--- src/sv/ihf_pkg.sv ---
// Shared types, codes and constants for the IPv4 receive header filter.
// Depends on nothing; every other file refers to it by scoped names.
package ihf_pkg;

  localparam int unsigned ADDR_W     = 32;
  localparam int unsigned WORD_W     = 16;
  localparam int unsigned PADDR_W    = 3;
  localparam int unsigned PDATA_W    = 32;
  // Five 16-bit words summed need three extra bits.
  localparam int unsigned PART_W     = WORD_W + 3;
  localparam int unsigned SUM_W      = PART_W + 1;
  localparam int unsigned FOLD_W     = WORD_W + 1;

  localparam logic [15:0] HDR_BYTES      = 16'd20;
  localparam logic [15:0] ICMP_MIN_TOTAL = 16'd28;  // header plus 8 data bytes
  localparam logic [15:0] TCP_MIN_TOTAL  = 16'd40;  // header plus 20 data bytes
  localparam logic [15:0] FRAG_BITS      = 16'h3FFF;
  localparam logic [15:0] WORD_ONES      = 16'hFFFF;
  localparam logic [31:0] ALL_ONES_ADDR  = 32'hFFFF_FFFF;
  localparam logic [7:0]  LOOP_NET       = 8'd127;
  localparam logic [3:0]  IP_VERSION     = 4'd4;
  localparam logic [3:0]  IP_IHL         = 4'd5;

  localparam logic [7:0]  PROTO_ICMP     = 8'd1;
  localparam logic [7:0]  PROTO_TCP      = 8'd6;
  localparam logic [7:0]  PROTO_UDP      = 8'd17;

  // Register indexes as seen on the configuration port (paddr[2]).
  localparam logic REG_LOCAL_ADDR  = 1'b0;
  localparam logic REG_SUBNET_MASK = 1'b1;

  typedef enum logic [1:0] {
    DLV_NONE = 2'd0,
    DLV_ICMP = 2'd1,
    DLV_TCP  = 2'd2,
    DLV_UDP  = 2'd3
  } deliver_t;

  typedef enum logic [3:0] {
    DROP_NONE     = 4'd0,
    DROP_SHORT    = 4'd1,
    DROP_VERSION  = 4'd2,
    DROP_IHL      = 4'd3,
    DROP_CHECKSUM = 4'd4,
    DROP_FRAGMENT = 4'd5,
    DROP_SPOOF    = 4'd6,
    DROP_ADDRESS  = 4'd7,
    DROP_LENGTH   = 4'd8,
    DROP_PROTOCOL = 4'd9
  } drop_t;

  // Outcome of every check except the checksum, computed in the first stage.
  typedef struct packed {
    logic     short_buf;
    logic     bad_version;
    logic     bad_ihl;
    logic     fragment;
    logic     spoof;
    logic     addr_ok;
    logic     bad_length;
    deliver_t deliver;
  } chk_t;

  typedef struct packed {
    logic                valid;
    chk_t                chk;
    logic [PART_W-1:0]   sum_a;
    logic [PART_W-1:0]   sum_b;
    logic [WORD_W-1:0]   plen;
  } s1_t;

  typedef struct packed {
    logic                valid;
    chk_t                chk;
    logic [FOLD_W-1:0]   fold;
    logic [WORD_W-1:0]   plen;
  } s2_t;

endpackage

--- src/sv/ihf_cfg_regs.sv ---
// APB-style register file holding the local address and the subnet mask.
// Depends on ihf_pkg for widths and register indexes.
module ihf_cfg_regs (
  input  logic                         clk,
  input  logic                         rst_n,
  input  logic                         psel,
  input  logic                         penable,
  input  logic                         pwrite,
  input  logic [ihf_pkg::PADDR_W-1:0]  paddr,
  input  logic [ihf_pkg::PDATA_W-1:0]  pwdata,
  output logic [ihf_pkg::PDATA_W-1:0]  prdata,
  output logic                         pready,
  output logic [ihf_pkg::ADDR_W-1:0]   local_addr,
  output logic [ihf_pkg::ADDR_W-1:0]   subnet_mask
);

  logic [ihf_pkg::ADDR_W-1:0] local_addr_r, local_addr_nxt;
  logic [ihf_pkg::ADDR_W-1:0] subnet_mask_r, subnet_mask_nxt;
  logic                       wr_en;

  assign pready = 1'b1;
  assign wr_en  = psel & penable & pwrite;

  always_comb begin
    local_addr_nxt  = local_addr_r;
    subnet_mask_nxt = subnet_mask_r;
    if (wr_en) begin
      case (paddr[2])
        ihf_pkg::REG_LOCAL_ADDR:  local_addr_nxt  = pwdata;
        ihf_pkg::REG_SUBNET_MASK: subnet_mask_nxt = pwdata;
        default: ;
      endcase
    end
  end

  always_ff @(posedge clk) begin
    if (!rst_n) begin
      local_addr_r  <= '0;
      subnet_mask_r <= '0;
    end else begin
      local_addr_r  <= local_addr_nxt;
      subnet_mask_r <= subnet_mask_nxt;
    end
  end

  always_comb begin
    case (paddr[2])
      ihf_pkg::REG_LOCAL_ADDR:  prdata = local_addr_r;
      ihf_pkg::REG_SUBNET_MASK: prdata = subnet_mask_r;
      default:                  prdata = '0;
    endcase
  end

  assign local_addr  = local_addr_r;
  assign subnet_mask = subnet_mask_r;

endmodule

--- src/sv/ihf_classify.sv ---
// First pipeline stage: field checks, address filters and two partial checksum sums.
// Depends on ihf_pkg for types and constants.
module ihf_classify (
  input  logic                       clk,
  input  logic                       rst_n,
  input  logic                       in_valid,
  input  logic [7:0]                 version_and_length,
  input  logic [7:0]                 service_byte,
  input  logic [15:0]                total_length,
  input  logic [15:0]                ident,
  input  logic [15:0]                flags_fragment,
  input  logic [7:0]                 time_to_live,
  input  logic [7:0]                 protocol,
  input  logic [15:0]                header_checksum,
  input  logic [31:0]                source_addr,
  input  logic [31:0]                dest_addr,
  input  logic                       from_wire,
  input  logic [15:0]                buffer_length,
  input  logic [ihf_pkg::ADDR_W-1:0] local_addr,
  input  logic [ihf_pkg::ADDR_W-1:0] subnet_mask,
  output ihf_pkg::s1_t               s1
);

  ihf_pkg::s1_t s1_r, s1_nxt;
  logic         la_set;
  logic         src_loop;
  logic         dst_loop;
  logic         dst_subnet_bc;

  assign la_set        = (local_addr != '0);
  assign src_loop      = (source_addr[31:24] == ihf_pkg::LOOP_NET);
  assign dst_loop      = (dest_addr[31:24] == ihf_pkg::LOOP_NET);
  assign dst_subnet_bc = la_set && (subnet_mask != '0) &&
                         (dest_addr == (local_addr | ~subnet_mask));

  always_comb begin
    s1_nxt.valid           = in_valid;
    s1_nxt.chk.short_buf   = (buffer_length < ihf_pkg::HDR_BYTES);
    s1_nxt.chk.bad_version = (version_and_length[7:4] != ihf_pkg::IP_VERSION);
    s1_nxt.chk.bad_ihl     = (version_and_length[3:0] != ihf_pkg::IP_IHL);
    s1_nxt.chk.fragment    = ((flags_fragment & ihf_pkg::FRAG_BITS) != '0);
    s1_nxt.chk.spoof       = from_wire &&
                             (src_loop || dst_loop || (la_set && source_addr == local_addr));
    s1_nxt.chk.addr_ok     = (la_set && dest_addr == local_addr) || dst_loop ||
                             (dest_addr == ihf_pkg::ALL_ONES_ADDR) || dst_subnet_bc;
    // The buffer holds at least a header whenever this flag matters, so the
    // payload fits exactly when the total length does not exceed the buffer.
    s1_nxt.chk.bad_length  = (total_length < ihf_pkg::HDR_BYTES) ||
                             (total_length > buffer_length);
    if (protocol == ihf_pkg::PROTO_ICMP && total_length >= ihf_pkg::ICMP_MIN_TOTAL) begin
      s1_nxt.chk.deliver = ihf_pkg::DLV_ICMP;
    end else if (protocol == ihf_pkg::PROTO_TCP &&
                 total_length >= ihf_pkg::TCP_MIN_TOTAL) begin
      s1_nxt.chk.deliver = ihf_pkg::DLV_TCP;
    end else if (protocol == ihf_pkg::PROTO_UDP) begin
      s1_nxt.chk.deliver = ihf_pkg::DLV_UDP;
    end else begin
      s1_nxt.chk.deliver = ihf_pkg::DLV_NONE;
    end
    s1_nxt.sum_a = ihf_pkg::PART_W'({version_and_length, service_byte})
                 + ihf_pkg::PART_W'(total_length)
                 + ihf_pkg::PART_W'(ident)
                 + ihf_pkg::PART_W'(flags_fragment)
                 + ihf_pkg::PART_W'({time_to_live, protocol});
    s1_nxt.sum_b = ihf_pkg::PART_W'(header_checksum)
                 + ihf_pkg::PART_W'(source_addr[31:16])
                 + ihf_pkg::PART_W'(source_addr[15:0])
                 + ihf_pkg::PART_W'(dest_addr[31:16])
                 + ihf_pkg::PART_W'(dest_addr[15:0]);
    s1_nxt.plen  = total_length - ihf_pkg::HDR_BYTES;
  end

  always_ff @(posedge clk) begin
    if (!rst_n) begin
      s1_r.valid <= 1'b0;
    end else begin
      s1_r.valid <= s1_nxt.valid;
    end
    s1_r.chk   <= s1_nxt.chk;
    s1_r.sum_a <= s1_nxt.sum_a;
    s1_r.sum_b <= s1_nxt.sum_b;
    s1_r.plen  <= s1_nxt.plen;
  end

  assign s1 = s1_r;

endmodule

--- src/sv/ihf_csum_fold.sv ---
// Second pipeline stage: joins the partial sums and does the first carry fold.
// Depends on ihf_pkg for stage types and widths.
module ihf_csum_fold (
  input  logic         clk,
  input  logic         rst_n,
  input  ihf_pkg::s1_t s1,
  output ihf_pkg::s2_t s2
);

  ihf_pkg::s2_t             s2_r, s2_nxt;
  logic [ihf_pkg::SUM_W-1:0] sum;

  assign sum = ihf_pkg::SUM_W'(s1.sum_a) + ihf_pkg::SUM_W'(s1.sum_b);

  always_comb begin
    s2_nxt.valid = s1.valid;
    s2_nxt.chk   = s1.chk;
    s2_nxt.plen  = s1.plen;
    s2_nxt.fold  = ihf_pkg::FOLD_W'(sum[ihf_pkg::WORD_W-1:0])
                 + ihf_pkg::FOLD_W'(sum[ihf_pkg::SUM_W-1:ihf_pkg::WORD_W]);
  end

  always_ff @(posedge clk) begin
    if (!rst_n) begin
      s2_r.valid <= 1'b0;
    end else begin
      s2_r.valid <= s2_nxt.valid;
    end
    s2_r.chk  <= s2_nxt.chk;
    s2_r.fold <= s2_nxt.fold;
    s2_r.plen <= s2_nxt.plen;
  end

  assign s2 = s2_r;

endmodule

--- src/sv/ihf_verdict.sv ---
// Third pipeline stage: last carry fold, checksum test and the drop priority.
// Depends on ihf_pkg for stage types and result codes.
module ihf_verdict (
  input  logic          clk,
  input  logic          rst_n,
  input  ihf_pkg::s2_t  s2,
  output logic          out_valid,
  output logic [1:0]    out_deliver_to,
  output logic [3:0]    out_drop_reason,
  output logic [15:0]   out_payload_length
);

  logic [ihf_pkg::FOLD_W-1:0] fold2;
  logic                       csum_ok;
  logic                       valid_r;
  ihf_pkg::deliver_t          deliver_r, deliver_nxt;
  ihf_pkg::drop_t             reason_r, reason_nxt;
  logic [15:0]                plen_r, plen_nxt;

  // One more fold cannot carry again: the first fold is at most 0x10007.
  assign fold2   = ihf_pkg::FOLD_W'(s2.fold[ihf_pkg::WORD_W-1:0])
                 + ihf_pkg::FOLD_W'(s2.fold[ihf_pkg::WORD_W]);
  assign csum_ok = (fold2 == ihf_pkg::FOLD_W'(ihf_pkg::WORD_ONES));

  always_comb begin
    deliver_nxt = ihf_pkg::DLV_NONE;
    plen_nxt    = '0;
    if (s2.chk.short_buf) begin
      reason_nxt = ihf_pkg::DROP_SHORT;
    end else if (s2.chk.bad_version) begin
      reason_nxt = ihf_pkg::DROP_VERSION;
    end else if (s2.chk.bad_ihl) begin
      reason_nxt = ihf_pkg::DROP_IHL;
    end else if (!csum_ok) begin
      reason_nxt = ihf_pkg::DROP_CHECKSUM;
    end else if (s2.chk.fragment) begin
      reason_nxt = ihf_pkg::DROP_FRAGMENT;
    end else if (s2.chk.spoof) begin
      reason_nxt = ihf_pkg::DROP_SPOOF;
    end else if (!s2.chk.addr_ok) begin
      reason_nxt = ihf_pkg::DROP_ADDRESS;
    end else if (s2.chk.bad_length) begin
      reason_nxt = ihf_pkg::DROP_LENGTH;
    end else begin
      plen_nxt = s2.plen;
      if (s2.chk.deliver == ihf_pkg::DLV_NONE) begin
        reason_nxt = ihf_pkg::DROP_PROTOCOL;
      end else begin
        reason_nxt  = ihf_pkg::DROP_NONE;
        deliver_nxt = s2.chk.deliver;
      end
    end
  end

  always_ff @(posedge clk) begin
    if (!rst_n) begin
      valid_r <= 1'b0;
    end else begin
      valid_r <= s2.valid;
    end
    deliver_r <= deliver_nxt;
    reason_r  <= reason_nxt;
    plen_r    <= plen_nxt;
  end

  assign out_valid          = valid_r;
  assign out_deliver_to     = deliver_r;
  assign out_drop_reason    = reason_r;
  assign out_payload_length = plen_r;

endmodule

--- src/sv/ipv4_rx_header_filter_top.sv ---
// Top level of the IPv4 receive header filter: config registers and a three-stage pipeline.
// Depends on ihf_pkg, ihf_cfg_regs, ihf_classify, ihf_csum_fold and ihf_verdict.
//
//  Channel   Ports                          Transfer happens when
//  --------  -----------------------------  ---------------------------------
//  input     start, busy, in_*              start high and busy low at clk
//  result    out_valid, out_*               out_valid high for one cycle
//  config    psel, penable, pwrite, paddr,  psel, penable, pwrite, pready high
//            pwdata, prdata, pready
//
// A new header may be started in every cycle, so the block sustains one
// header per clock. Between the start transfer and the out_valid strobe lie
// the three pipeline registers: checks and partial checksum sums, sum join
// with the first carry fold, and the last fold with the drop priority. busy
// is tied low. The synchronous active-low reset clears the stage valid bits
// and both configuration registers; payload registers are not reset. The
// receiver cannot stall, so nothing ever waits inside the pipeline.
module ipv4_rx_header_filter_top (
  input  logic                         clk,
  input  logic                         rst_n,
  // Input channel.
  input  logic                         start,
  output logic                         busy,
  input  logic [7:0]                   in_version_and_length,
  input  logic [7:0]                   in_service_byte,
  input  logic [15:0]                  in_total_length,
  input  logic [15:0]                  in_ident,
  input  logic [15:0]                  in_flags_fragment,
  input  logic [7:0]                   in_time_to_live,
  input  logic [7:0]                   in_protocol,
  input  logic [15:0]                  in_header_checksum,
  input  logic [31:0]                  in_source_addr,
  input  logic [31:0]                  in_dest_addr,
  input  logic                         in_from_wire,
  input  logic [15:0]                  in_buffer_length,
  // Result channel.
  output logic                         out_valid,
  output logic [1:0]                   out_deliver_to,
  output logic [3:0]                   out_drop_reason,
  output logic [15:0]                  out_payload_length,
  // Configuration port.
  input  logic                         psel,
  input  logic                         penable,
  input  logic                         pwrite,
  input  logic [ihf_pkg::PADDR_W-1:0]  paddr,
  input  logic [ihf_pkg::PDATA_W-1:0]  pwdata,
  output logic [ihf_pkg::PDATA_W-1:0]  prdata,
  output logic                         pready
);

  logic [ihf_pkg::ADDR_W-1:0] local_addr;
  logic [ihf_pkg::ADDR_W-1:0] subnet_mask;
  logic                       in_transfer;
  ihf_pkg::s1_t               s1;
  ihf_pkg::s2_t               s2;

  // The pipeline never holds an item back, so a start is always taken.
  assign busy        = 1'b0;
  assign in_transfer = start & ~busy;

  ihf_cfg_regs u_cfg (
    .clk         (clk),
    .rst_n       (rst_n),
    .psel        (psel),
    .penable     (penable),
    .pwrite      (pwrite),
    .paddr       (paddr),
    .pwdata      (pwdata),
    .prdata      (prdata),
    .pready      (pready),
    .local_addr  (local_addr),
    .subnet_mask (subnet_mask)
  );

  // Stage one: all field and address checks, plus the checksum split into two
  // five-word partial sums.
  ihf_classify u_classify (
    .clk                (clk),
    .rst_n              (rst_n),
    .in_valid           (in_transfer),
    .version_and_length (in_version_and_length),
    .service_byte       (in_service_byte),
    .total_length       (in_total_length),
    .ident              (in_ident),
    .flags_fragment     (in_flags_fragment),
    .time_to_live       (in_time_to_live),
    .protocol           (in_protocol),
    .header_checksum    (in_header_checksum),
    .source_addr        (in_source_addr),
    .dest_addr          (in_dest_addr),
    .from_wire          (in_from_wire),
    .buffer_length      (in_buffer_length),
    .local_addr         (local_addr),
    .subnet_mask        (subnet_mask),
    .s1                 (s1)
  );

  // Stage two: full ones'-complement sum and its first end-around carry.
  ihf_csum_fold u_fold (
    .clk   (clk),
    .rst_n (rst_n),
    .s1    (s1),
    .s2    (s2)
  );

  // Stage three: final carry, checksum test, and the first failing check
  // picks the drop reason.
  ihf_verdict u_verdict (
    .clk                (clk),
    .rst_n              (rst_n),
    .s2                 (s2),
    .out_valid          (out_valid),
    .out_deliver_to     (out_deliver_to),
    .out_drop_reason    (out_drop_reason),
    .out_payload_length (out_payload_length)
  );

endmodule
--- config.mk ---
export PLATFORM = sky130hd
export DESIGN_NAME = ipv4_rx_header_filter_top
export DESIGN_NICKNAME = d
export VERILOG_FILES = /design/src/sv/ihf_pkg.sv /design/src/sv/ihf_cfg_regs.sv /design/src/sv/ihf_classify.sv /design/src/sv/ihf_csum_fold.sv /design/src/sv/ihf_verdict.sv /design/src/sv/ipv4_rx_header_filter_top.sv
export SDC_FILE = /design/constraint.sdc
export NUM_CORES = 1
export LEC_CHECK = 0
export BUFFER_PORTS_ARGS = -buffer_cell sky130_fd_sc_hd__buf_2
export CAP_MARGIN = 20
export CORE_UTILIZATION = 49
export CTS_CLUSTER_SIZE = 10
export DETAILED_ROUTE_END_ITERATION = 8
export GPL_ROUTABILITY_DRIVEN = 0
export PLACE_DENSITY = 0.69
export SETUP_SLACK_MARGIN = 0.1
export SYNTH_ARGS = -nofsm -noshare
export SYNTH_HDL_FRONTEND = slang
export SYNTH_HIERARCHICAL = 1
export SYNTH_SLANG_ARGS = --single-unit
--- constraint.sdc ---
create_clock -name clk -period 4.8 [get_ports clk]
set_clock_uncertainty 0.05 [all_clocks]
set_input_delay 0.48 -clock clk [delete_from_list [all_inputs] [get_ports clk]]
set_output_delay 0.48 -clock clk [all_outputs]
set_load 0.005 [all_outputs]
==> metrics.md, run 1 <==
| Metric | Value |
|---|---|
| Crit. Startpoint | u_classify/s1[35]$_DFF_P_ |
| Prevailing post-synth register cell | dfxtp_1 |
| Delay-heaviest family, CP | compound AO/OA/AOI/OAI gates |
| Worst-margin pin slew | 1.102 ns |
| Critical path class | reg2reg |
| Row cnt | around 60 |
| Setup TNS | 0 ns |
| Sequential area share after synthesis | 27.95% |
| Post_cts resized | 0 |
| Cells after Synth | approximately 1,500 |
| WL per Instance | approximately 18 um |
| CTS tree | done |
| CTS max path bufs | 2 |
| Number of global-route vias before repair | 11,870 |
| Final hold vios | 0 |
| Die footprint | approximately 29,000 um^2 |
| Syn_nets | 1,912 |
| Reg-to-reg endpoint | u_fold/s2[24]$_DFF_P_ |
| Hold buffers post-CTS | 0 |
| Vias/cell | roughly 5.5 |
| Period utilization | around 85% |
| Reg power frac | between 20% and 30% |
| RSZ-0062 raised after global routing | no |
| Layout Nets | between 2,000 and 2,500 |
| Worst EP arrival | between 4 and 5 ns |
| Mapped cell area | between 10,000 and 15,000 um^2 |
| Post-layout minimum cycle time | just over 4 ns |
| Setup bufs post-CTS | 0 |
| R2R setup slack | 0.74 ns |
| H-Tree Depth | 4 |
| Power Dens Cells | approximately 520 nW/um^2 |
| CP max FO | 5 |
| Leakage power | around 8.1 nW |
| Initial Util | between 40 and 50% |
| Warnings from Yosys | 6 |
| Clock sinks | about 190 |
| Remaining DRCs | 0 |
| Register bit count reported by yosys | approximately 190 |
| Synth unique cells | 81 |
| Port Buf Inserts | 270 |
| Fraction of layout cells with a size suffix above 1 | between 20% and 30% |
| Post-synth EDFFs | 0 |
| Clk_lat worst skew | ~0.44 ns |
| Crit path to | u_fold/s2[24]$_DFF_P_ |
| Final slew viol count | 0 |
| All-Layer GR Usage | ~27% |
| Mean post-synth cell area | between 9 and 10 um^2 |
| Die boundary width | roughly 170 um |
| Combinational power share | 55.7% |
| Psw | 3.618 mW |
| Critical path buffer and inverter count | 1 |
| Die H | 170.4 um |
| Most common cell after layout, fill and taps aside | inv_1 |
| Crit end category | flop |
| Cts bufs inserted | 17 |
| Max Cap Violations | 0 |
| Internal power | about 4.8 mW |
| Critical path launch point type | flop |
| Overall power | approximately 8.4 mW |
| Synth async-reset ratio | 0% |
| Worst R2R Start | u_classify/s1[35]$_DFF_P_ |
| Largest net degree at the start of global routing | between 60 and 70 |
| HPWL Detailed | ~32,000 um |
| Cell breakdown of the critical path | ha_1 -> inv_1 -> fa_1 -> nor2b_4 -> o2111ai_1 -> nand4_1 -> a31oi_1 -> a21oi_1 -> o21ai_0 -> nand2b_1 -> xor2_1 -> ha_1 -> fa_1 -> a21o_1 -> a21oi_1 -> nor3b_4 -> nand3_1 -> xor2_1 |
| Detailed Route WL | a little under 40,000 um |
| Num ports | approximately 280 |
| Worst R2R Path Depth | 18 |
| Metal1 wirelength | ~16,000 um |
| Sw Ratio | between 40 and 50% |
| Critical Path RT | just over 5 ns |
| GRT overflow | 0 |
| Root buffer cell | clkbuf_16 |
| Clock network power share | between 10% and 20% |
| Starting DRT DRC Count | 1,153 |
| CTS clk-pin slew, worst paths | approximately 0.1 ns |
| Via Count | 11,860 |
| Core Box Area | between 20,000 and 30,000 um^2 |
| Slowest cell on crit path | fa_1 |
| Worst rel slew slack | 26.52% |
| Global-route wire length before repair | approximately 61,000 um |
| Crit path depth | 18 |
| Layout area overhead | 16.86% |
| Layout fillers | between 2,000 and 2,500 |
| Initial antenna violation count | 2 |
| Met3 Wirelength | ~2900 um |
| Highest routing layer actually used | met5 |
| Antenna Violating Nets Remaining | 0 |
| Met2 wire len | 18,320 um |
| Final setup violation count | 0 |
| Ant diodes | 0 |
| Most frequent cells in the layout | inv_1, buf_2, dfxtp_1 |
| Crit path largest cell delay | 0.46 ns |
| Peak supply drop | 0.0003685 V |
| Fmax | roughly 250 MHz |
| DRT Pass-1 Iters | 8 |
| Status | completed |
| Worst hold path type | in2reg |
## worst register-to-register path, cell delays in order (launching register included)
cell and delay [ns]:
dfxtp_1 0.34, ha_1 0.22, inv_1 0.08, fa_1 0.25
nor2b_4 0.06, o2111ai_1 0.27, nand4_1 0.19, a31oi_1 0.29
a21oi_1 0.14, o21ai_0 0.17, nand2b_1 0.08, xor2_1 0.19
ha_1 0.24, fa_1 0.46, a21o_1 0.19, a21oi_1 0.33
nor3b_4 0.13, nand3_1 0.12, xor2_1 0.16
## metal layers
layer / GRT usage [%] / vias to the layer above
li1: - / 5588
met1: 36.20 / 5596
met2: 44.74 / 534
met3: 4.023 / 141
met4: 11.75 / 4
met5: 0 / -
## stage by stage
step	worst slack, ns	std cells	hold slack (ns)	instance area [um^2]	utilization, %
finish	0.7408	2170	0.1143	16240	58.29
global route	0.4225	2170	0.09530	16240	58.29
CTS	0.7115	2169	0.09984	16210	58.19
detailed placement	0.4684	2137	0.2621	15560	55.87
global placement	0.5466	2137	0.2604	15560	55.87
floorplan	0.7221	1515	0.2596	13900	-
## area by class of cell
cell class | count | area [um^2] | area share [%]
Multi-Input combinational cell | 1013 | 8775 | 54.04
Sequential cell | 194 | 3884 | 23.92
Timing Repair Buffer | 277 | 1424 | 8.769
Inverter | 276 | 1036 | 6.380
Tap cell | 378 | 473.0 | 2.913
Clock buffer | 17 | 425.4 | 2.620
Clock inverter | 15 | 221.5 | 1.364
## cell families (layout without fill, tap and decap cells)
logic type	Yosys count	in the layout	share of synthesized area, %
compound gates	198	198	9.851
xor+xnor	147	147	9.427
fa+ha+maj	179	179	21.30
buf+inv	308	585	8.914
flops	194	194	27.95
mux	96	96	7.203
other cells	2	2	0.05405
simple gates	391	391	15.30
## state kept, by name, summed over array words and instances (netlist names)
register and flops:
u_verdict/out_deliver_to 2, u_fold/s2 43, u_cfg/local_addr 32, u_cfg/subnet_mask 32
u_verdict/out_valid 1, u_verdict/out_payload_length 16, u_classify/s1 64, u_verdict/out_drop_reason 4
## how the worst min path moves through the flow
stage / slack (ns) / endpoint / cells past startpoint / from
final: 0.11 / u_classify/s1[1]$_DFF_P_ / 1 / in_total_length[1]
after detailed placement: 0.26 / u_fold/s2[2]$_DFF_P_ / 0 / u_classify/s1[2]$_DFF_P_
after CTS: 0.1 / u_classify/s1[1]$_DFF_P_ / 1 / in_total_length[1]
after global placement: 0.26 / u_fold/s2[12]$_DFF_P_ / 0 / u_classify/s1[12]$_DFF_P_
after global routing: 0.1 / u_classify/s1[1]$_DFF_P_ / 1 / in_total_length[1]
after floorplan: 0.26 / u_fold/s2[0]$_DFF_P_ / 0 / u_classify/s1[0]$_DFF_P_
## power groups by stage
stage          registers [mW]  logic [mW]  clock network, mW
5_1_grt                  2.18        5.26               1.65
3_5_place_dp             2.20        4.61                  0
2_1_floorplan            2.09        3.66                  0
6_report                 2.15        4.67               1.55
3_3_place_gp             2.19        4.48                  0
4_1_cts                  2.16        4.65               1.58
## synthesized netlist by cell type, types with 13 or more instances
cell	count	area share, %
mux2_2	32	2.6
nor2_1	46	1.2
nand2_1	142	3.8
inv_1	276	7.5
a21o_1	19	1.0
xor2_1	87	5.5
nor3_1	17	0.61
fa_1	96	14
nand3_1	16	0.58
dfxtp_1	194	28
a21oi_1	52	1.9
nor2b_1	13	0.59
o21ai_0	26	0.94
xnor2_1	57	3.6
clkbuf_1	14	0.38
nand4_1	34	1.5
ha_1	83	7.5
mux2i_1	64	4.6
o22ai_1	13	0.59
nor4_1	52	2.3
Power figures use the tool's default switching activity.
==> run 2, diff against run 1 <==
--- a/config.mk
+++ b/config.mk
@@ -5,13 +5,14 @@
 export SDC_FILE = /design/constraint.sdc
 export NUM_CORES = 1
 export LEC_CHECK = 0
+export ABC_AREA = 1
 export BUFFER_PORTS_ARGS = -buffer_cell sky130_fd_sc_hd__buf_2
 export CAP_MARGIN = 20
 export CORE_UTILIZATION = 49
 export CTS_CLUSTER_SIZE = 10
 export DETAILED_ROUTE_END_ITERATION = 8
 export GPL_ROUTABILITY_DRIVEN = 0
-export PLACE_DENSITY = 0.69
+export PLACE_DENSITY = 0.68
 export SETUP_SLACK_MARGIN = 0.1
 export SYNTH_ARGS = -nofsm -noshare
 export SYNTH_HDL_FRONTEND = slang
==> constraint.sdc (replaced) <==
create_clock -name clk -period 4.2 [get_ports clk]
set_clock_uncertainty 0.05 [all_clocks]
set_input_delay 0.42 -clock clk [delete_from_list [all_inputs] [get_ports clk]]
set_output_delay 0.42 -clock clk [all_outputs]
set_load 0.005 [all_outputs]
==> metrics.md, run 2 <==
| Metric | Value |
|---|---|
| Status | completed |
| Xor/xnor share of the synthesized area | 5.140% (-4.3 points) |
| Period utilization | 82.69% (-1.9 points) |
| GRT overflow | 0 (unchanged) |
| Mux contribution to synthesized area | 0% (-7.2 points) |
| HPWL Detailed | 37,060 um (+16%) |
| Worst EP arrival | 3.76 ns (-0.60 ns) |
| Critical Path RT | 4.49 ns (-0.62 ns) |
| CTS clk-pin slew, worst paths | 0.07 ns (-0.03 ns) |
| Fmax | 287.9 MHz (+17%) |
| Synth area leader | dfxtp_1 |
| Die footprint | 32,710 um^2 (+13%) |
| Initial antenna violation count | 8 (+6) |
| Cts bufs inserted | 17 (unchanged) |
| Antenna Violating Nets Remaining | 0 (unchanged) |
| CTS max path bufs | 2 (unchanged) |
| Initial Util | 49.68% (-0.20 points) |
| Syn_nets | 2,715 (+42%) |
| Most frequent cell after synthesis | nand2_1 |
| Most common cell after layout, fill and taps aside | nand2_1 |
| Port Buf Inserts | 270 (unchanged) |
| Final hold vios | 0 (unchanged) |
| Clk_lat worst skew | 0.45 ns (about the same) |
| Core Box Area | 31,560 um^2 (+13%) |
| Layout Nets | 2,973 (+37%) |
| Clock sinks | 194 (unchanged) |
| Vias/cell | 4.984 (-8.8%) |
| Crit end category | flop |
| Setup TNS | 0 ns (unchanged) |
| Most frequent cells in the layout | nand2_1, inv_1, nor2_1 |
| Post-synth EDFFs | 0 (unchanged) |
| Num ports | 275 (unchanged) |
| Max reg flops | 64 (unchanged) |
| Number of global-route vias before repair | 14,080 (+19%) |
| All-Layer GR Usage | 27.63% (+0.17 points) |
| Post-synthesis simple-gate area fraction | 33.98% (+19 points) |
| Compound-Gate Fraction of Synth Area | 4.047% (-5.8 points) |
| Power Dens Cells | 567.1 nW/um^2 (+10%) |
| Final setup violation count | 0 (unchanged) |
| Layout area overhead | 14.65% |
| Synth unique cells | 44 (-46%) |
| CP max FO | 5 (unchanged) |
| Critical path class | reg2reg |
| Register bit count reported by yosys | 194 (unchanged) |
| Max Cap Violations | 0 (unchanged) |
| Starting DRT DRC Count | 866 (-25%) |
| Post-layout minimum cycle time | 3.473 ns (-0.5862 ns) |
| WL per Instance | 15.03 um (-17%) |
| Leakage power | 9.840 nW (+22%) |
| Mapped cell area | 15,680 um^2 (+13%) |
| Post_cts resized | 0 (unchanged) |
| Worst rel slew slack | 39.34% (+13 points) |
| Warnings from Yosys | 6 (unchanged) |
| Top cells by area, synth | dfxtp_1, nand2_1, fa_1 |
| Sequential area share after synthesis | 24.77% (-3.2 points) |
| Largest family of logic cells by synthesized area | simple AND/OR/NAND/NOR gates |
| Fraction of layout cells with a size suffix above 1 | 15.91% (-5.5 points) |
| Hold_ws | 0.07555 ns (-0.03877 ns) |
| Fin util | 56.95% (-1.3 points) |
| Detailed Route WL | 45,070 um (+15%) |
| Root buffer cell | clkbuf_16 |
| RSZ-0062 raised after global routing | no |
| Mean post-synth cell area | 6.763 um^2 (-26%) |
| Row cnt | 65 (+6.6%) |
| DRT Pass-1 Iters | 5 (-3) |
| Remaining DRCs | 0 (unchanged) |
| Die boundary width | 180.9 um (+6.1%) |
| Peak supply drop | 0.0003647 V (-1.0%) |
| Area share of fa/ha/maj cells after synthesis | 18.88% (-2.4 points) |
| Worst-margin pin slew | 0.9077 ns (-0.1946 ns) |
| CTS tree | done |
| H-Tree Depth | 4 (unchanged) |
| Worst hold path type | in2reg |
| Synth async-reset ratio | 0% (unchanged) |
| Prevailing post-synth register cell | dfxtp_1 |
| Critical path launch point type | flop |
| Global-route wire length before repair | 70,730 um (+15%) |
| Die H | 180.9 um (+6.1%) |
| Hold buffers post-CTS | 0 (unchanged) |
| Synth top cells by count | nand2_1, inv_1, nor2_1 |
| Proportion of netlist area held by the largest area contributor | 24.77% (-3.2 points) |
| Setup bufs post-CTS | 0 (unchanged) |
| Via Count | 14,940 (+26%) |
| Largest net degree at the start of global routing | 68 (+1.5%) |
| Final slew viol count | 0 (unchanged) |
| Cells after Synth | 2,318 (+53%) |
## run 2: cells by family (layout without fill, tap and decap cells)
group | Yosys count | count (layout)
other cells | 2 | 9
buf+inv | 521 | 792
flops | 194 | 194
xor+xnor | 92 | 92
fa+ha+maj | 179 | 179
simple gates | 1221 | 1221
compound gates | 109 | 109
## run 2: layer usage
layer / track usage (%) / vias to the layer above / share of wire, %
li1: - / 7518 / -
met1: 34.14 / 6845 / 42
met4: 12.85 / 2 / 4.4
met2: 47.12 / 478 / 48
met5: 0 / - / 0.018
met3: 4.374 / 98 / 5.8
## run 2: through the flow
step | cell area [um^2] | worst slack [ns] | instances | power (mW)
after global placement | 17320 | 0.5311 | 2957 | 8.407
after global routing | 17970 | 0.4076 | 2996 | 11.16
after CTS | 17910 | 0.6854 | 2989 | 10.22
after floorplan | 15680 | 0.8534 | 2318 | 7.149
after detailed placement | 17320 | 0.5180 | 2957 | 8.533
final | 17970 | 0.7270 | 2998 | 10.19
## run 2: worst paths after layout
kind | from | to | slack [ns] | depth (start not counted)
min reg2reg | u_classify/s1[10]$_DFF_P_ | u_fold/s2[10]$_DFF_P_ | 0.28 | 0
min | in_total_length[1] | u_classify/s1[1]$_DFF_P_ | 0.08 | 1
max reg2reg | u_classify/s1[35]$_DFF_P_ | u_fold/s2[28]$_DFF_P_ | 0.73 | 20
max | u_classify/s1[35]$_DFF_P_ | u_fold/s2[28]$_DFF_P_ | 0.73 | 20
## run 2: critical path, stage by stage, from the launching register on
cell and delay (ns):
dfxtp_1 0.37, ha_1 0.21, inv_1 0.06, fa_1 0.39
inv_1 0.12, nand2_1 0.09, nand3_1 0.15, nand2_1 0.09
nand2_1 0.10, a31oi_1 0.09, xnor2_1 0.29, ha_1 0.26
fa_1 0.22, nand3_1 0.08, nand3_1 0.13, nand2_2 0.08
nor2_4 0.15, nand2_4 0.09, nor2_8 0.11, nand2_1 0.07
xor2_1 0.13
## run 2: area by class of cell
type / instances / area [um^2]
Antenna cell: 7 / 17.52
Clock buffer: 18 / 439.2
Clock inverter: 14 / 158.9
Fill cell: 3046 / 13580
Inverter: 485 / 1822
Multi-Input combinational cell: 1603 / 9734
Sequential cell: 194 / 3884
Tap cell: 402 / 503.0
Timing Repair Buffer: 275 / 1414
## run 2: power by group
group / total, mW / leakage [nW] / switching, mW / internal [mW]
combinational: 6.08 / 7.95 / 3.87 / 2.21
sequential: 2.46 / 1.60 / 0.229 / 2.23
clock: 1.65 / 0.286 / 0.832 / 0.815
==> run 3, diff against run 2 <==
--- a/config.mk
+++ b/config.mk
@@ -12,7 +12,7 @@
 export CTS_CLUSTER_SIZE = 10
 export DETAILED_ROUTE_END_ITERATION = 8
 export GPL_ROUTABILITY_DRIVEN = 0
-export PLACE_DENSITY = 0.68
+export PLACE_DENSITY = 0.71
 export SETUP_SLACK_MARGIN = 0.1
 export SYNTH_ARGS = -nofsm -noshare
 export SYNTH_HDL_FRONTEND = slang
==> constraint.sdc (replaced) <==
create_clock -name clk -period 2.9 [get_ports clk]
set_clock_uncertainty 0.05 [all_clocks]
set_input_delay 0.29 -clock clk [delete_from_list [all_inputs] [get_ports clk]]
set_output_delay 0.29 -clock clk [all_outputs]
set_load 0.005 [all_outputs]
==> metrics.md, run 3 (synthesis gave the netlist of run 2 again) <==
| Metric | Value |
|---|---|
| Post-layout minimum cycle time | 3.155 ns (-0.3179 ns) |
| Violated checks | setup timing |
| Period utilization | 108.8% (+26 points) |
| Root buffer cell | clkbuf_16 |
| CP max FO | 3 (-2) |
| Final hold vios | 0 (unchanged) |
| Layout area overhead | 36.50% |
| Reg power frac | 17.2% (-6.9 points) |
| Via Count | 16,680 (+12%) |
| Most frequent cells in the layout | nand2_1, inv_1, nor2_1 |
| CP most frequent cell | nand2_1 |
| Power Dens Cells | 1028 nW/um^2 (+81%) |
| WL per Instance | 16.40 um (+9.1%) |
| CTS clk-pin slew, worst paths | 0.08 ns (about the same) |
| Crit end category | flop |
| Sw Ratio | 44.81% (-3.6 points) |
| Num ports | 275 (unchanged) |
| Critical path buffer and inverter count | 4 (+2) |
| Starting DRT DRC Count | 1,397 (+61%) |
| Initial antenna violation count | 5 (-3) |
| Hold_ws | 0.02369 ns (-0.05186 ns) |
| Clock network power share | 11.6% (-4.6 points) |
| Initial Util | 49.68% (unchanged) |
| Vias/cell | 5.151 (+3.4%) |
| Row cnt | 65 (unchanged) |
| Global-route wire length before repair | 79,380 um (+12%) |
| Critical path launch point type | flop |
| H-Tree Depth | 4 (unchanged) |
| RSZ-0062 raised after global routing | yes |
| Antenna Violating Nets Remaining | 0 (unchanged) |
| Critical Path RT | 3.19 ns (-1.30 ns) |
| Core Box Area | 31,560 um^2 (unchanged) |
| Crit path largest cell delay | 0.40 ns (about the same) |
| Delay-heaviest family, CP | adder cells |
| Setup TNS | -1.943 ns (-1.943 ns) |
| Port Buf Inserts | 270 (unchanged) |
| Fraction of layout cells with a size suffix above 1 | 32.58% (+17 points) |
| CTS tree | done |
| Clock sinks | 194 (unchanged) |
| Layout Nets | 3,220 (+8.3%) |
| Slowest cell on crit path | fa_2 |
| HPWL Detailed | 40,800 um (+10%) |
| Combinational power share | 71.1% (+11 points) |
| Max Cap Violations | 0 (unchanged) |
| Largest net degree at the start of global routing | 68 (unchanged) |
| Final slew viol count | 0 (unchanged) |
| Psw | 9.855 mW (+100%) |
| CTS max path bufs | 2 (unchanged) |
| Max reg flops | 64 (unchanged) |
| Final WS setup | -0.2551 ns (-0.9821 ns) |
| Detailed Route WL | 53,090 um (+18%) |
| Die footprint | 32,710 um^2 (unchanged) |
| Clk_lat worst skew | 0.45 ns (about the same) |
| Worst-margin pin slew | 0.8362 ns (-0.07149 ns) |
| GRT overflow | 0 (unchanged) |
| Worst EP arrival | 3.45 ns (-0.31 ns) |
| Fmax | 316.9 MHz (+10%) |
| Die H | 180.9 um (unchanged) |
| Die boundary width | 180.9 um (unchanged) |
| Status | finished with violations |
| Most common cell after layout, fill and taps aside | nand2_1 |
| Worst hold path type | in2reg |
| Number of global-route vias before repair | 15,860 (+13%) |
| All-Layer GR Usage | 31.12% (+3.5 points) |
| Cts bufs inserted | 17 (unchanged) |
| Leakage power | 11.23 nW (+14%) |
| Cell breakdown of the critical path | ha_4 -> buf_4 -> nand2_1 -> nand2_1 -> nand2_1 -> nand2_2 -> a21oi_4 -> nand2_4 -> a31oi_4 -> xnor2_2 -> ha_2 -> fa_2 -> nand3_2 -> nand3_2 -> nand2_2 -> nor2_4 -> buf_4 -> buf_6 -> buf_6 -> xor2_1 |
| DRT Pass-1 Iters | 7 (+2) |
| Final setup violation count | 12 (+12) |
| Critical path class | reg2reg |
| Peak supply drop | 0.001051 V (+190%) |
| Worst rel slew slack | 44.12% (+4.8 points) |
| Remaining DRCs | 0 (unchanged) |
| Internal power | 12.14 mW (+130%) |
run 3: changes by cell type in the layout (fill, tap and decap cells not counted), moves of 22 or more:
| cell | before | now |
|---|---|---|
| ha_1 | 83 | 40 |
| buf_4 | 3 | 233 |
| inv_2 | 18 | 59 |
| nand2_1 | 604 | 545 |
| inv_1 | 465 | 415 |
| buf_6 | 0 | 23 |
| nand2_2 | 24 | 68 |
| nand3_1 | 168 | 146 |
| ha_4 | 0 | 39 |
| a21oi_1 | 53 | 24 |
| dfxtp_1 | 194 | 170 |
run 3: power groups by stage:
stage,Sequential [mW],Clock (mW),Combinational (mW)
2_1_floorplan,3.52,0,7.53
3_3_place_gp,3.74,0,11.5
4_1_cts,3.75,2.58,13.4
5_1_grt,3.82,2.70,16.8
6_report,3.79,2.56,15.6
3_5_place_dp,3.73,0,11.8
run 3: path summary, 6_finish.rpt:
kind              cells after the start                       from                        end  slack (ns)
setup / recovery                     20  u_classify/s1[46]$_DFF_P_      u_fold/s2[22]$_DFF_P_       -0.26
hold / removal                        3   in_version_and_length[3]  u_classify/s1[60]$_DFF_P_        0.02
setup reg to reg                     20  u_classify/s1[46]$_DFF_P_      u_fold/s2[22]$_DFF_P_       -0.26
hold reg to reg                       0  u_classify/s1[56]$_DFF_P_      u_fold/s2[35]$_DFF_P_        0.28
run 3: layer usage:
metal  up-vias  global-route usage [%]  wire (um)
met5         -                       0         39
met4         6                   13.68       2295
met3       169                   5.463       4321
met2       787                   51.17      24830
met1      7711                   40.00      21600
li1       8005                       -          -
run 3: worst reg2reg max path, stage by stage, from the launching register on:
cell     delay [ns]
dfxtp_2        0.35
ha_4           0.26
buf_4          0.14
nand2_1        0.06
nand2_1        0.06
nand2_1        0.09
nand2_2        0.09
a21oi_4        0.16
nand2_4        0.08
a31oi_4        0.17
xnor2_2        0.14
ha_2           0.23
fa_2           0.40
nand3_2        0.09
nand3_2        0.08
nand2_2        0.09
nor2_4         0.05
buf_4          0.13
buf_6          0.10
buf_6          0.10
xor2_1         0.13
run 3: final cells by class:
type,instances,area (um^2)
antenna,3,7.507
inverter,485,1861
multi-input combinational,1603,11050
fill,2589,10160
tap,402,503.0
clock buffer,18,439.2
timing repair buffer,522,3435
sequential,194,3924
clock inverter,11,177.7
run 3: through the flow:
stage	total power, mW	setup WS (ns)	util [%]	cell area [um^2]	std cells
floorplan	11.05	-0.2225	-	16130	2318
global placement	15.19	-0.5176	61.08	19270	3157
detailed placement	15.52	-0.5295	61.08	19270	3157
CTS	19.73	-0.1655	65.36	20620	3219
global route	23.36	-0.3444	67.80	21400	3237
finish	21.99	-0.2551	67.81	21400	3238
run 3: what timing repair did:
action | CTS | global route
endpoints found under the setup margin | 35 | 40
hold endpoints to repair | 4 | 0
buffers inserted | 29 | 16
pin swaps | 80 | 135
gates resized for setup | 132 | 172
hold buffers | 4 | 0
